**src/sv/bvs_pkg.sv**
```systemverilog
// Types, constants and helpers of the bit packer and varint serializer.
// Used by the front, the command queue, the back end and the top level.
`timescale 1ns / 1ps

package bvs_pkg;

  localparam int ACT_W      = 2;
  localparam int VAL_W      = 64;
  localparam int NB_W       = 4;
  localparam int BYTE_W     = 8;
  localparam int GRP_W      = 7;
  localparam int IN_TDATA_W = 72;   // value and num_bits, padded to whole bytes
  localparam int MAX_GROUPS = 10;   // a 64-bit number needs at most ten varint bytes

  localparam logic [BYTE_W-1:0] CONT_BIT   = 8'h80;
  localparam logic [GRP_W-1:0]  GROUP_MASK = 7'h7F;
  localparam logic [NB_W-1:0]   BYTE_BITS  = 4'd8;

  typedef enum logic [ACT_W-1:0] {
    ACT_BIT    = 2'd0,
    ACT_GROUP  = 2'd1,
    ACT_VARINT = 2'd2,
    ACT_RAW    = 2'd3
  } action_e;

  // What the back end has to do with one queued command
  typedef enum logic [1:0] {
    CMD_EMIT,     // byte-aligned output goes straight out
    CMD_HOLD,     // byte-aligned output goes to the hold buffer
    CMD_RELEASE   // completed pending byte, then the held bytes
  } cmd_kind_e;

  typedef struct packed {
    cmd_kind_e          kind;
    logic               raw;      // single raw byte rather than a varint
    logic [NB_W-1:0]    groups;   // number of varint bytes, 1..10
    logic [VAL_W-1:0]   data;     // number, raw byte or completed pending byte
  } cmd_t;

  typedef enum logic [1:0] {
    BK_IDLE,
    BK_VAR,
    BK_REL_P,
    BK_REL_H
  } back_state_e;

  // Varint byte k (k = 0 is the last one sent) or the raw byte
  function automatic logic [BYTE_W-1:0] var_byte(cmd_t c, logic [NB_W-1:0] k);
    logic [GRP_W-1:0] g;
    logic [BYTE_W-1:0] b;
    unique case (k)
      4'd0:    g = c.data[6:0];
      4'd1:    g = c.data[13:7];
      4'd2:    g = c.data[20:14];
      4'd3:    g = c.data[27:21];
      4'd4:    g = c.data[34:28];
      4'd5:    g = c.data[41:35];
      4'd6:    g = c.data[48:42];
      4'd7:    g = c.data[55:49];
      4'd8:    g = c.data[62:56];
      4'd9:    g = {6'b000000, c.data[63]};
      default: g = '0;
    endcase
    g = g & GROUP_MASK;
    if (c.raw) begin
      b = c.data[BYTE_W-1:0];
    end else if (k != '0) begin
      b = CONT_BIT | {1'b0, g};
    end else begin
      b = {1'b0, g};
    end
    return b;
  endfunction

endpackage

```
**src/sv/bvs_ram.sv**
```systemverilog
// Generic single-write, single-read RAM with a registered read port.
// Stand-alone; holds the bytes parked while a pending byte is partly filled.
`timescale 1ns / 1ps

module bvs_ram #(
  parameter int WIDTH = 8,
  parameter int DEPTH = 32,
  localparam int AW = (DEPTH > 1) ? $clog2(DEPTH) : 1
) (
  input  logic             clk_i,
  input  logic             we_i,
  input  logic [AW-1:0]    waddr_i,
  input  logic [WIDTH-1:0] wdata_i,
  input  logic             re_i,
  input  logic [AW-1:0]    raddr_i,
  output logic [WIDTH-1:0] rdata_o
);

  logic [WIDTH-1:0] mem_q [DEPTH];
  logic [WIDTH-1:0] rdata_q;

  // Write port
  always_ff @(posedge clk_i) begin
    if (we_i) begin
      mem_q[waddr_i] <= wdata_i;
    end
  end

  // Registered read; data holds while no read is issued
  always_ff @(posedge clk_i) begin
    if (re_i) begin
      rdata_q <= mem_q[raddr_i];
    end
  end

  assign rdata_o = rdata_q;

endmodule

```
**src/sv/bvs_front.sv**
```systemverilog
// Front end: accepts input items, packs bits into the pending byte and
// turns each item into at most one command for the back end. Uses bvs_pkg.
`timescale 1ns / 1ps

module bvs_front import bvs_pkg::*; (
  input  logic             clk_i,
  input  logic             rst_ni,
  input  logic             in_valid_i,
  output logic             in_ready_o,
  input  logic [ACT_W-1:0] in_action_i,
  input  logic [VAL_W-1:0] in_value_i,
  input  logic [NB_W-1:0]  in_num_bits_i,
  output logic             cmd_valid_o,
  output cmd_t             cmd_o,
  input  logic             cmd_ready_i
);

  logic [BYTE_W-1:0] pending_q, pending_d;
  logic [2:0]        bitpos_q, bitpos_d;

  logic              accept;
  logic              is_group;
  logic [NB_W-1:0]   nb;
  logic [BYTE_W-1:0] grp_bits;
  logic [15:0]       acc;
  logic [NB_W-1:0]   total;
  logic [NB_W-1:0]   groups;

  // An item never needs more than one queue slot
  assign in_ready_o = cmd_ready_i;
  assign accept     = in_valid_i && cmd_ready_i;

  // Varint byte count: 7-bit slices up to the top non-zero one, at least 1
  always_comb begin
    groups = 4'd1;
    for (int j = 1; j < MAX_GROUPS; j++) begin
      groups = groups + {3'b000, (in_value_i >> (GRP_W * j)) != '0};
    end
  end

  // Bit-group width and masked bits
  always_comb begin
    is_group = 1'b0;
    nb       = '0;
    unique case (action_e'(in_action_i))
      ACT_BIT: begin
        is_group = 1'b1;
        nb       = 4'd1;
      end
      ACT_GROUP: begin
        is_group = 1'b1;
        nb       = (in_num_bits_i > BYTE_BITS) ? BYTE_BITS : in_num_bits_i;
      end
      ACT_VARINT, ACT_RAW: begin
        is_group = 1'b0;
      end
      default: begin
        is_group = 1'b0;
      end
    endcase
    grp_bits = in_value_i[BYTE_W-1:0] & ~(8'hFF << nb);
    acc      = {8'h00, pending_q} | ({8'h00, grp_bits} << bitpos_q);
    total    = {1'b0, bitpos_q} + nb;
  end

  // Classify the item and update the pending byte
  always_comb begin
    pending_d   = pending_q;
    bitpos_d    = bitpos_q;
    cmd_valid_o = 1'b0;
    cmd_o.kind  = (bitpos_q == '0) ? CMD_EMIT : CMD_HOLD;
    cmd_o.raw   = (action_e'(in_action_i) == ACT_RAW);
    cmd_o.groups = cmd_o.raw ? 4'd1 : groups;
    cmd_o.data  = in_value_i;
    if (accept) begin
      if (is_group) begin
        if (nb != '0) begin
          if (total < BYTE_BITS) begin
            pending_d = acc[7:0];
            bitpos_d  = total[2:0];
          end else begin
            cmd_valid_o = 1'b1;
            cmd_o.kind  = CMD_RELEASE;
            cmd_o.raw   = 1'b0;
            cmd_o.groups = 4'd1;
            cmd_o.data  = {56'd0, acc[7:0]};
            pending_d   = acc[15:8];
            bitpos_d    = total[2:0];
          end
        end
      end else begin
        cmd_valid_o = 1'b1;
      end
    end
  end

  always_ff @(posedge clk_i or negedge rst_ni) begin
    if (!rst_ni) begin
      pending_q <= '0;
      bitpos_q  <= '0;
    end else begin
      pending_q <= pending_d;
      bitpos_q  <= bitpos_d;
    end
  end

endmodule

```
**src/sv/bvs_cmd_fifo.sv**
```systemverilog
// Two-entry command queue between the front and the back end.
// Uses the command struct from bvs_pkg.
`timescale 1ns / 1ps

module bvs_cmd_fifo import bvs_pkg::*; (
  input  logic clk_i,
  input  logic rst_ni,
  input  logic push_i,
  input  cmd_t cmd_i,
  output logic ready_o,
  input  logic pop_i,
  output logic valid_o,
  output cmd_t cmd_o
);

  cmd_t       slot_q [2];
  logic       wr_ptr_q, rd_ptr_q;
  logic [1:0] count_q;

  assign ready_o = (count_q != 2'd2);
  assign valid_o = (count_q != 2'd0);
  assign cmd_o   = slot_q[rd_ptr_q];

  // Store on push
  always_ff @(posedge clk_i) begin
    if (push_i) begin
      slot_q[wr_ptr_q] <= cmd_i;
    end
  end

  // Advance pointers and fill level
  always_ff @(posedge clk_i or negedge rst_ni) begin
    if (!rst_ni) begin
      wr_ptr_q <= 1'b0;
      rd_ptr_q <= 1'b0;
      count_q  <= 2'd0;
    end else begin
      if (push_i) begin
        wr_ptr_q <= ~wr_ptr_q;
      end
      if (pop_i) begin
        rd_ptr_q <= ~rd_ptr_q;
      end
      count_q <= count_q + {1'b0, push_i} - {1'b0, pop_i};
    end
  end

endmodule

```
**src/sv/bvs_back.sv**
```systemverilog
// Back end: runs queued commands one byte a cycle barring stalls, keeps
// the hold buffer (a bvs_ram) and a sticky overflow flag. Uses bvs_pkg.
`timescale 1ns / 1ps

module bvs_back import bvs_pkg::*; #(
  parameter int HOLD_DEPTH = 32
) (
  input  logic              clk_i,
  input  logic              rst_ni,
  input  logic              cmd_valid_i,
  input  cmd_t              cmd_i,
  output logic              cmd_pop_o,
  output logic              out_valid_o,
  input  logic              out_ready_i,
  output logic [BYTE_W-1:0] out_byte_o,
  output logic              out_last_o,
  output logic              out_ovf_o
);

  localparam int AW = (HOLD_DEPTH > 1) ? $clog2(HOLD_DEPTH) : 1;
  localparam int CW = $clog2(HOLD_DEPTH + 1);

  back_state_e       state_q, state_d;
  cmd_t              cur_q, cur_d;
  logic [NB_W-1:0]   k_q, k_d;
  logic [AW-1:0]     idx_q, idx_d;
  logic [CW-1:0]     cnt_q, cnt_d;
  logic              ovf_q, ovf_d;
  logic              out_valid_q, out_valid_d;
  logic [BYTE_W-1:0] out_byte_q, out_byte_d;
  logic              out_last_q, out_last_d;
  logic              out_ovf_q, out_ovf_d;

  logic              can_push;
  logic [BYTE_W-1:0] vbyte;
  logic              ram_we, ram_re;
  logic [AW-1:0]     ram_waddr, ram_raddr;
  logic [BYTE_W-1:0] ram_rdata;

  bvs_ram #(
    .WIDTH (BYTE_W),
    .DEPTH (HOLD_DEPTH)
  ) u_hold_ram (
    .clk_i   (clk_i),
    .we_i    (ram_we),
    .waddr_i (ram_waddr),
    .wdata_i (vbyte),
    .re_i    (ram_re),
    .raddr_i (ram_raddr),
    .rdata_o (ram_rdata)
  );

  assign can_push = !out_valid_q || out_ready_i;
  assign vbyte    = var_byte(cur_q, k_q);

  // Sequence commands and fill the output register
  always_comb begin
    state_d     = state_q;
    cur_d       = cur_q;
    k_d         = k_q;
    idx_d       = idx_q;
    cnt_d       = cnt_q;
    ovf_d       = ovf_q;
    out_valid_d = out_valid_q && !out_ready_i;
    out_byte_d  = out_byte_q;
    out_last_d  = out_last_q;
    out_ovf_d   = out_ovf_q;
    cmd_pop_o   = 1'b0;
    ram_we      = 1'b0;
    ram_waddr   = cnt_q[AW-1:0];
    ram_re      = 1'b0;
    ram_raddr   = '0;

    unique case (state_q)
      BK_IDLE: begin
        if (cmd_valid_i) begin
          cmd_pop_o = 1'b1;
          cur_d     = cmd_i;
          k_d       = cmd_i.groups - 4'd1;
          state_d   = (cmd_i.kind == CMD_RELEASE) ? BK_REL_P : BK_VAR;
        end
      end
      BK_VAR: begin
        if (cur_q.kind == CMD_HOLD) begin
          // Park the byte, or drop it and flag overflow when full
          if (cnt_q < CW'(HOLD_DEPTH)) begin
            ram_we = 1'b1;
            cnt_d  = cnt_q + 1'b1;
          end else begin
            ovf_d = 1'b1;
          end
          k_d = k_q - 4'd1;
          if (k_q == '0) begin
            state_d = BK_IDLE;
          end
        end else if (can_push) begin
          out_valid_d = 1'b1;
          out_byte_d  = vbyte;
          out_last_d  = (k_q == '0);
          out_ovf_d   = ovf_q;
          k_d         = k_q - 4'd1;
          if (k_q == '0) begin
            state_d = BK_IDLE;
          end
        end
      end
      BK_REL_P: begin
        // Completed pending byte first; prefetch the oldest held byte
        if (can_push) begin
          out_valid_d = 1'b1;
          out_byte_d  = cur_q.data[BYTE_W-1:0];
          out_last_d  = (cnt_q == '0);
          out_ovf_d   = ovf_q;
          if (cnt_q == '0) begin
            state_d = BK_IDLE;
          end else begin
            ram_re    = 1'b1;
            ram_raddr = '0;
            idx_d     = '0;
            state_d   = BK_REL_H;
          end
        end
      end
      BK_REL_H: begin
        // Drain held bytes in arrival order, then empty the buffer
        if (can_push) begin
          out_valid_d = 1'b1;
          out_byte_d  = ram_rdata;
          out_last_d  = (CW'(idx_q) + 1'b1 == cnt_q);
          out_ovf_d   = ovf_q;
          if (CW'(idx_q) + 1'b1 == cnt_q) begin
            cnt_d   = '0;
            state_d = BK_IDLE;
          end else begin
            ram_re    = 1'b1;
            ram_raddr = idx_q + 1'b1;
            idx_d     = idx_q + 1'b1;
          end
        end
      end
      default: begin
        state_d = BK_IDLE;
      end
    endcase
  end

  always_ff @(posedge clk_i or negedge rst_ni) begin
    if (!rst_ni) begin
      state_q     <= BK_IDLE;
      cnt_q       <= '0;
      ovf_q       <= 1'b0;
      out_valid_q <= 1'b0;
    end else begin
      state_q     <= state_d;
      cnt_q       <= cnt_d;
      ovf_q       <= ovf_d;
      out_valid_q <= out_valid_d;
    end
  end

  // Payload registers
  always_ff @(posedge clk_i) begin
    cur_q      <= cur_d;
    k_q        <= k_d;
    idx_q      <= idx_d;
    out_byte_q <= out_byte_d;
    out_last_q <= out_last_d;
    out_ovf_q  <= out_ovf_d;
  end

  assign out_valid_o = out_valid_q;
  assign out_byte_o  = out_byte_q;
  assign out_last_o  = out_last_q;
  assign out_ovf_o   = out_ovf_q;

endmodule

```
**src/sv/bit_packer_vlq_serializer.sv**
```systemverilog
// Bit packer and base-128 varint serializer. Items enter on the s_axis
// side: single bits and 1..8-bit groups fill a pending byte LSB first,
// numbers become big-endian varints with 0x80 on every byte but the last,
// raw bytes pass through; aligned bytes that arrive while the pending byte
// is partly filled are parked in a HOLD_DEPTH-byte buffer and follow the
// pending byte once it completes (extra bytes are dropped and a sticky
// overflow flag shows on tuser). The input side takes an item per cycle
// while the two-entry command queue has room; the back end takes a
// command, then sends or parks its varint bytes one by one, and a
// release sends the completed pending byte and then the held bytes.
// tlast marks the last byte that one item causes. Depends on bvs_pkg
// and the front, queue, back and RAM modules.
`timescale 1ns / 1ps

module bit_packer_vlq_serializer import bvs_pkg::*; #(
  parameter int HOLD_DEPTH = 32
) (
  input  logic                  clk_i,
  input  logic                  rst_ni,
  input  logic                  s_axis_tvalid,
  output logic                  s_axis_tready,
  input  logic [IN_TDATA_W-1:0] s_axis_tdata,   // [63:0] value, [67:64] num_bits, pad
  input  logic [ACT_W-1:0]      s_axis_tuser,   // [1:0] action
  output logic                  m_axis_tvalid,
  input  logic                  m_axis_tready,
  output logic [BYTE_W-1:0]     m_axis_tdata,   // [7:0] data_byte
  output logic                  m_axis_tlast,   // last
  output logic                  m_axis_tuser    // [0] overflow
);

  logic cf_push, cf_ready, cf_valid, cf_pop;
  cmd_t cf_cmd_in, cf_cmd_out;

  bvs_front u_front (
    .clk_i         (clk_i),
    .rst_ni        (rst_ni),
    .in_valid_i    (s_axis_tvalid),
    .in_ready_o    (s_axis_tready),
    .in_action_i   (s_axis_tuser),
    .in_value_i    (s_axis_tdata[VAL_W-1:0]),
    .in_num_bits_i (s_axis_tdata[VAL_W+NB_W-1:VAL_W]),
    .cmd_valid_o   (cf_push),
    .cmd_o         (cf_cmd_in),
    .cmd_ready_i   (cf_ready)
  );

  bvs_cmd_fifo u_cmd_fifo (
    .clk_i   (clk_i),
    .rst_ni  (rst_ni),
    .push_i  (cf_push),
    .cmd_i   (cf_cmd_in),
    .ready_o (cf_ready),
    .pop_i   (cf_pop),
    .valid_o (cf_valid),
    .cmd_o   (cf_cmd_out)
  );

  bvs_back #(
    .HOLD_DEPTH (HOLD_DEPTH)
  ) u_back (
    .clk_i       (clk_i),
    .rst_ni      (rst_ni),
    .cmd_valid_i (cf_valid),
    .cmd_i       (cf_cmd_out),
    .cmd_pop_o   (cf_pop),
    .out_valid_o (m_axis_tvalid),
    .out_ready_i (m_axis_tready),
    .out_byte_o  (m_axis_tdata),
    .out_last_o  (m_axis_tlast),
    .out_ovf_o   (m_axis_tuser)
  );

endmodule

```
**config.mk**
```make
export PLATFORM = sky130hd
export DESIGN_NAME = bit_packer_vlq_serializer
export DESIGN_NICKNAME = d
export VERILOG_FILES = /design/src/sv/bvs_pkg.sv /design/src/sv/bvs_ram.sv /design/src/sv/bvs_front.sv /design/src/sv/bvs_cmd_fifo.sv /design/src/sv/bvs_back.sv /design/src/sv/bit_packer_vlq_serializer.sv
export SDC_FILE = /design/constraint.sdc
export NUM_CORES = 1
export LEC_CHECK = 0
export BUFFER_PORTS_ARGS = -buffer_cell sky130_fd_sc_hd__buf_2
export CAP_MARGIN = 20
export CORE_MARGIN = 4
export CORE_UTILIZATION = 66
export DETAILED_ROUTE_END_ITERATION = 8
export PLACE_DENSITY_LB_ADDON = 0.3
export SLEW_MARGIN = 20
export SYNTH_ARGS = -nofsm -noshare
export SYNTH_HDL_FRONTEND = slang
export SYNTH_SLANG_ARGS = --single-unit
```
**constraint.sdc**
```tcl
create_clock -name clk_i -period 11.26 [get_ports clk_i]
set_clock_uncertainty 0.2 [all_clocks]
set_input_delay 1.126 -clock clk_i [delete_from_list [all_inputs] [get_ports clk_i]]
set_output_delay 1.126 -clock clk_i [all_outputs]
set_load 0.03 [all_outputs]
```
==> flow_summary.yaml, run 1 <==
outcome:
  status: "complete, no violations"
sta:
  period_minus_slack_ps: 5740
  setup_violations: 0
  fmax_ghz: 0.174
  finalHoldViolCount: 0
  rsz0062_at_grt: "no"
  worst_pin_slew_ps: 1090
  finalCritPeriodShare_pct: 51.0
  maxSlewViolCount: 0
  tns_ps: 0
  slew_headroom_pct: 27.1
finish:
  area_growth_pct: 11.1
  instances_no_fill: 2079
  nFillCells: 2005
  nNetsFinal: 1700
  drive_gt1_share_pct: 18.8
  diodes: 0
global_routing:
  antenna_found_initial: 0
  grt_usage_pct: 27.1
  busiest_layer: "met2"
  grt_pass1_wl_um: 75800
  grtUsageMet3_pct: 4.82
  met1_usage_pct: 35.7
  use_met2_pct: 46.3
  grt_start_max_net_pins: 73
  grt_pass1_vias: 13300
  grt-ovfl-total: 0
yosys:
  synth_edf_count: 492
  async_flop_share_pct: 4.84
  ys_seq_area_share_pct: 69.5
  synth_area_um2: 22200
  synth_top_area_share_pct: 66.7
  ys.flop_type: "edfxtp_1"
  syn_avg_cell_area_um2: 14.6
  ys_top_cells_by_area: "edfxtp_1 67%, mux2_2 4.6%, mux2i_1 3.3%"
  ys_seq_elements: 517
  synth_cell_types: 74
  yosys_warnings: 0
  syn_nets: 1624
  yosys.area.top_type: "edfxtp_1"
  syn_inst: 1520
setup_path:
  crit_arrival_ps: 5960
  critPathKind: "in2reg"
  cp-end-kind: "flop"
  cp_max_fo: 3
  setup.worst_path.start_class: "primary input"
  critical_path_required_ps: 11480
die:
  die_area_um2: 36600
  die_w_um: 191
  io_pins: 90
  start_util_pct: 67.4
  row_count: 66
  core_um2: 32900
  fp.dieH_um: 191
clock_network:
  ctsHoldBuffers: 0
  cts-htree-levels: 2
  clock-sinks: 517
  post_cts_buffers: 0
  clk_pin_slew_ps: 60
  ctsResizeCount: 0
  clock_path_buffers: 3
  cts_tree: "done"
  cts_root_buffer: "clkbuf_16"
  cts_buffers: 50
  worstSkewPairLatency_ps: 580
place:
  dpl.cell_count: 1986
  dpl.hpwl_um: 30700
  routabilityCongestion: 0.882
  port_buffers: 85
pwr:
  p_leak_nw: 8.42
  cellPowerDensity_nw_per_um2: 259
  peakVddDrop_mv: 0.216
  total_power_mw: 6.38
route:
  wire_per_inst_um: 23.9
  first_pass_iters: 8
  drc: 0
  dr_total_vias: 13400
  wl_um: 49800
  final_antenna_net_count: 0
  vias_per_cell: 6.45
  first_iter_violations: 1517
worst_hold_path:
  hold_class: "reg2reg"
job:
  drv_cap: 0
power breakdown:
group	total (mW)	internal [mW]	leakage (nW)	switching [mW]
logic	1.91	0.630	2.83	1.28
registers	2.81	2.62	4.78	0.188
clock network	1.65	0.930	0.805	0.718
total	6.38	4.19	8.42	2.19
kinds of logic (layout without fill, tap and decap cells):
kind of cell,count (synthesis),after routing,share of synthesized area [%]
multiplexers,165,165,8.02
flip-flops,517,517,69.5
AND/OR/NAND/NOR,386,386,8.73
adder cells (fa/ha/maj),26,26,1.71
XOR/XNOR,28,28,1.17
AO/OA/AOI/OAI,282,282,8.71
buffers and inverters,116,233,2.17
placed cells by master (no fill, tap or decap), types with 9 or more instances in the layout:
cell type,netlist,routed
mux2i_1,74,74
xor2_1,10,10
clkinv_2,0,14
nor4_1,11,11
dfrtp_1,25,24
nand2_1,90,90
ha_1,19,18
a31oi_1,23,23
buf_2,15,85
a311oi_1,10,10
inv_1,36,35
nor3_1,39,39
o22ai_1,9,9
clkbuf_16,0,50
nor2_1,102,100
xnor2_1,16,16
nor2b_1,12,12
a22o_1,19,19
mux2_2,90,90
nand2b_1,10,10
buf_4,5,18
edfxtp_1,492,492
and2_1,64,64
nand3_1,17,17
a21oi_2,4,9
a21oi_1,69,64
o21ai_0,48,46
a22oi_1,25,25
clkinv_1,1,13
through the flow:
| stage | instance area (um^2) | utilization [%] | hold slack, ps | setup slack [ps] |
|---|---|---|---|---|
| after floorplan | 22200 | - | 227 | 4670 |
| after global placement | 23000 | 70.0 | 256 | 5090 |
| after detailed placement | 23000 | 70.0 | 256 | 5040 |
| after CTS | 24600 | 74.9 | 273 | 5510 |
| after global routing | 24600 | 74.9 | 281 | 5350 |
| final | 24600 | 74.9 | 282 | 5520 |
synth_stat cells, types with 25 or more instances:
library cell  instances
edfxtp_1            492
nor2_1              102
mux2_2               90
nand2_1              90
mux2i_1              74
a21oi_1              69
and2_1               64
clkbuf_1             53
o21ai_0              48
nor3_1               39
inv_1                36
a22oi_1              25
dfrtp_1              25
per-layer routing:
layer	share of wire [%]	vias up
li1	-	5994
met1	37	6605
met2	51	685
met3	8.3	124
met4	3.4	0
met5	0	-
sequential cells by signal, summed over array words and instances, names as in the netlist:
name	count
u_cmd_fifo.slot_q	142
u_back.cur_q	67
u_back.k_q	4
u_back.out_byte_o	8
u_cmd_fifo.rd_ptr_q	1
u_back.out_ovf_o	1
u_front.bitpos_q	3
u_back.out_valid_o	1
u_back.ovf_q	1
u_back.cnt_q	6
u_back.u_hold_ram.mem_q	256
u_cmd_fifo.wr_ptr_q	1
u_back.idx_q	5
u_back.u_hold_ram.rdata_o	8
u_cmd_fifo.count_q	2
u_back.out_last_o	1
u_front.pending_q	8
u_back.state_q	2
area by class of cell:
type	instances	area, um^2	area share [%]
clock buffer	56	1300	5.29
clock inverter	37	330	1.34
inverter	37	139	0.564
multi-input combinational	887	6340	25.7
sequential	517	15400	62.5
tap	442	553	2.25
timing repair buffer	103	561	2.28
worst paths after layout:
path / start / end / slack [ps] / cells past startpoint
setup / recovery: s_axis_tdata[28] / u_cmd_fifo.slot_q[1][65] / 5520 / 17
hold reg to reg: u_front.pending_q[3] / u_front.pending_q[3] / 280 / 2
min in group asynchronous: rst_ni / u_back.cnt_q[2] / 360 / 1
hold / removal: u_front.pending_q[3] / u_front.pending_q[3] / 280 / 2
max in group asynchronous: rst_ni / u_cmd_fifo.rd_ptr_q / 10050 / 1
setup reg to reg: u_back.idx_q[0] / u_back.u_hold_ram.rdata_o[3] / 6230 / 10
worst max-delay path, stage by stage:
cell	delay (ps)
buf_2	100
or4_1	500
nor4_1	450
and4_1	370
and3_1	260
nand3_1	150
nand3b_1	300
fa_1	560
inv_1	60
fa_1	480
inv_1	50
fa_1	490
inv_1	60
fa_1	380
inv_1	100
fa_1	400
nor2_1	140
No activity file was read; power rests on OpenSTA's default activity.
==> run 2: changes to the inputs <==
--- a/config.mk
+++ b/config.mk
@@ -8,7 +8,7 @@
 export BUFFER_PORTS_ARGS = -buffer_cell sky130_fd_sc_hd__buf_2
 export CAP_MARGIN = 20
 export CORE_MARGIN = 4
-export CORE_UTILIZATION = 66
+export CORE_UTILIZATION = 62
 export DETAILED_ROUTE_END_ITERATION = 8
 export PLACE_DENSITY_LB_ADDON = 0.3
 export SLEW_MARGIN = 20
==> constraint.sdc (replaced) <==
create_clock -name clk_i -period 5.93 [get_ports clk_i]
set_clock_uncertainty 0.2 [all_clocks]
set_input_delay 0.593 -clock clk_i [delete_from_list [all_inputs] [get_ports clk_i]]
set_output_delay 0.593 -clock clk_i [all_outputs]
set_load 0.03 [all_outputs]
==> run 2 against run 1 <==
Net effect:
- via count grew 0.20%
- flip-flop and latch count is the same
- total power grew 94%
- worst setup slack lost 4700 ps
- sequential power grew 94%
- hold slack lost 140 ps
- cell count grew 0.67%
- global-route usage shrank 1.6 points
- largest power group unchanged
==> flow_summary.yaml, run 2 (synthesis gave the netlist of run 1 again) <==
clock_network:
  cts_tree: "done"
  clock-sinks: 517
  worstSkewPairLatency_ps: 570
  cts_root_buffer: "clkbuf_16"
  clk_pin_slew_ps: 60
  cts-htree-levels: 2
  cts_buffers: 50
  clock_path_buffers: 3
route:
  dr_total_vias: 13400
  first_iter_violations: 1547
  wire_per_inst_um: 23.8
  drc: 0
  vias_per_cell: 6.42
  first_pass_iters: 5
  final_antenna_net_count: 0
  wl_um: 49800
sta:
  setup_violations: 0
  worst_pin_slew_ps: 1110
  finalHoldViolCount: 0
  period_minus_slack_ps: 5140
  slew_headroom_pct: 26.1
  finalCritPeriodShare_pct: 86.6
  tns_ps: 0
  fmax_ghz: 0.195
  maxSlewViolCount: 0
  rsz0062_at_grt: "no"
pwr:
  peakVddDrop_mv: 0.302
  p_leak_nw: 8.47
  cellPowerDensity_nw_per_um2: 498
  total_power_mw: 12.4
die:
  row_count: 68
  start_util_pct: 63.5
  core_um2: 34900
  io_pins: 90
  fp.dieH_um: 197
  die_w_um: 197
  die_area_um2: 38800
worst_hold_path:
  hold_class: "in2reg"
  min_from: "s_axis_tdata[47]"
setup_path:
  critical_path_required_ps: 6040
  worst-r2r-cell-count: 10
  crit_start: "s_axis_tdata[60]"
  cp_max_fo: 3
  cp-end-kind: "flop"
  crit_arrival_ps: 5250
  r2r-start: "u_back.idx_q[0]"
  endpoint: "u_cmd_fifo.slot_q[0][66]"
  setup.worst_path.start_class: "primary input"
  critPathKind: "in2reg"
  timing.rr.end: "u_back.u_hold_ram.rdata_o[4]"
  r2r_slack_ps: 1250
place:
  dpl.hpwl_um: 32200
  port_buffers: 85
  dpl.cell_count: 2000
  post_dp_cell_area_um2: 23000
  routabilityCongestion: 0.940
global_routing:
  grt-ovfl-total: 0
  antenna_found_initial: 1
  grt_pass1_vias: 13500
  grt_start_max_net_pins: 72
  grt_pass1_wl_um: 76900
  grt_usage_pct: 25.5
outcome:
  status: "complete, no violations"
finish:
  top_regs: "u_back.u_hold_ram.mem_q: 256 flops, u_cmd_fifo.slot_q: 142 flops, u_back.cur_q: 67 flops"
  final_common_cell: "edfxtp_1"
  drive_gt1_share_pct: 18.4
  regMostFlops: "u_back.u_hold_ram.mem_q"
  largest_reg_flops: 256
  final_util_pct: 71.1
  nNetsFinal: 1702
  instances_no_fill: 2093
  stdcell_area_um2: 24800
  area_growth_pct: 11.9
  layout_common_cells: "492 x edfxtp_1, 100 x nor2_1, 90 x nand2_1, 90 x mux2_2, 85 x buf_2"
job:
  drv_cap: 0
==> run 2: cell types whose count changed in the layout (fill, tap and decap cells not counted), moves of 2 or more <==
| cell | delta |
|---|---|
| clkinv_2 | -10 |
| bufinv_16 | +8 |
| clkbuf_1 | +7 |
| clkbuf_8 | -3 |
| clkinv_1 | -3 |
| clkinv_4 | -2 |
| clkinvlp_4 | +2 |
==> run 2: timing repair <==
item,CTS,global route
setup buffers,0,0
endpoints found under the hold margin,25,0
gates resized for setup,0,0
hold buffers,1,0
==> run 2: metal layers <==
layer | global-route usage (%) | part of all wire (%) | vias up
li1 | - | - | 6003
met1 | 34.6 | 39 | 6634
met2 | 42.8 | 50 | 685
met3 | 3.85 | 7.9 | 113
met4 | 9.17 | 3.5 | 0
met5 | 0 | 0 | -
==> run 2: worst min-delay path by stage <==
stage          cells past startpoint                        to
3_5_place_dp                       0          u_back.out_ovf_o
5_1_grt                            2  u_cmd_fifo.slot_q[1][49]
3_3_place_gp                       0          u_back.out_ovf_o
2_1_floorplan                      0           u_back.cnt_q[0]
6_report                           2  u_cmd_fifo.slot_q[0][47]
4_1_cts                            2  u_cmd_fifo.slot_q[1][46]
==> run 2: report_power, final <==
| group | switching (mW) | total (mW) | internal [mW] |
|---|---|---|---|
| clock network | 1.32 | 3.40 | 2.07 |
| logic | 2.31 | 3.50 | 1.20 |
| registers | 0.473 | 5.46 | 4.98 |
| total | 4.10 | 12.4 | 8.26 |
==> run 2: worst max-delay path: stages <==
cell and delay, ps:
buf_2 110, nor4_1 290, nand2_1 180, nor2_1 260, and3_1 240, and4_1 280, and3_1 230, nand3_1 130
nand3b_1 270, fa_1 530, inv_1 50, fa_1 490, inv_1 60, fa_1 470, inv_1 50, fa_1 400
inv_1 110, fa_1 220, xor2_1 190, nor2_1 80
==> run 2: metrics by stage <==
stage	worst slack (ps)	hold WS, ps
final	793	142
after global routing	595	139
after CTS	817	128
after detailed placement	215	254
after global placement	470	252
after floorplan	-129	97.4
==> run 2: final cells by class <==
type	count	area, um^2
Inverter	37	139
Tap cell	455	569
Antenna cell	1	2.50
Fill cell	2240	10100
Multi-Input combinational cell	887	6330
Clock buffer	60	1290
Sequential cell	517	15400
Timing Repair Buffer	105	591
Clock inverter	31	469
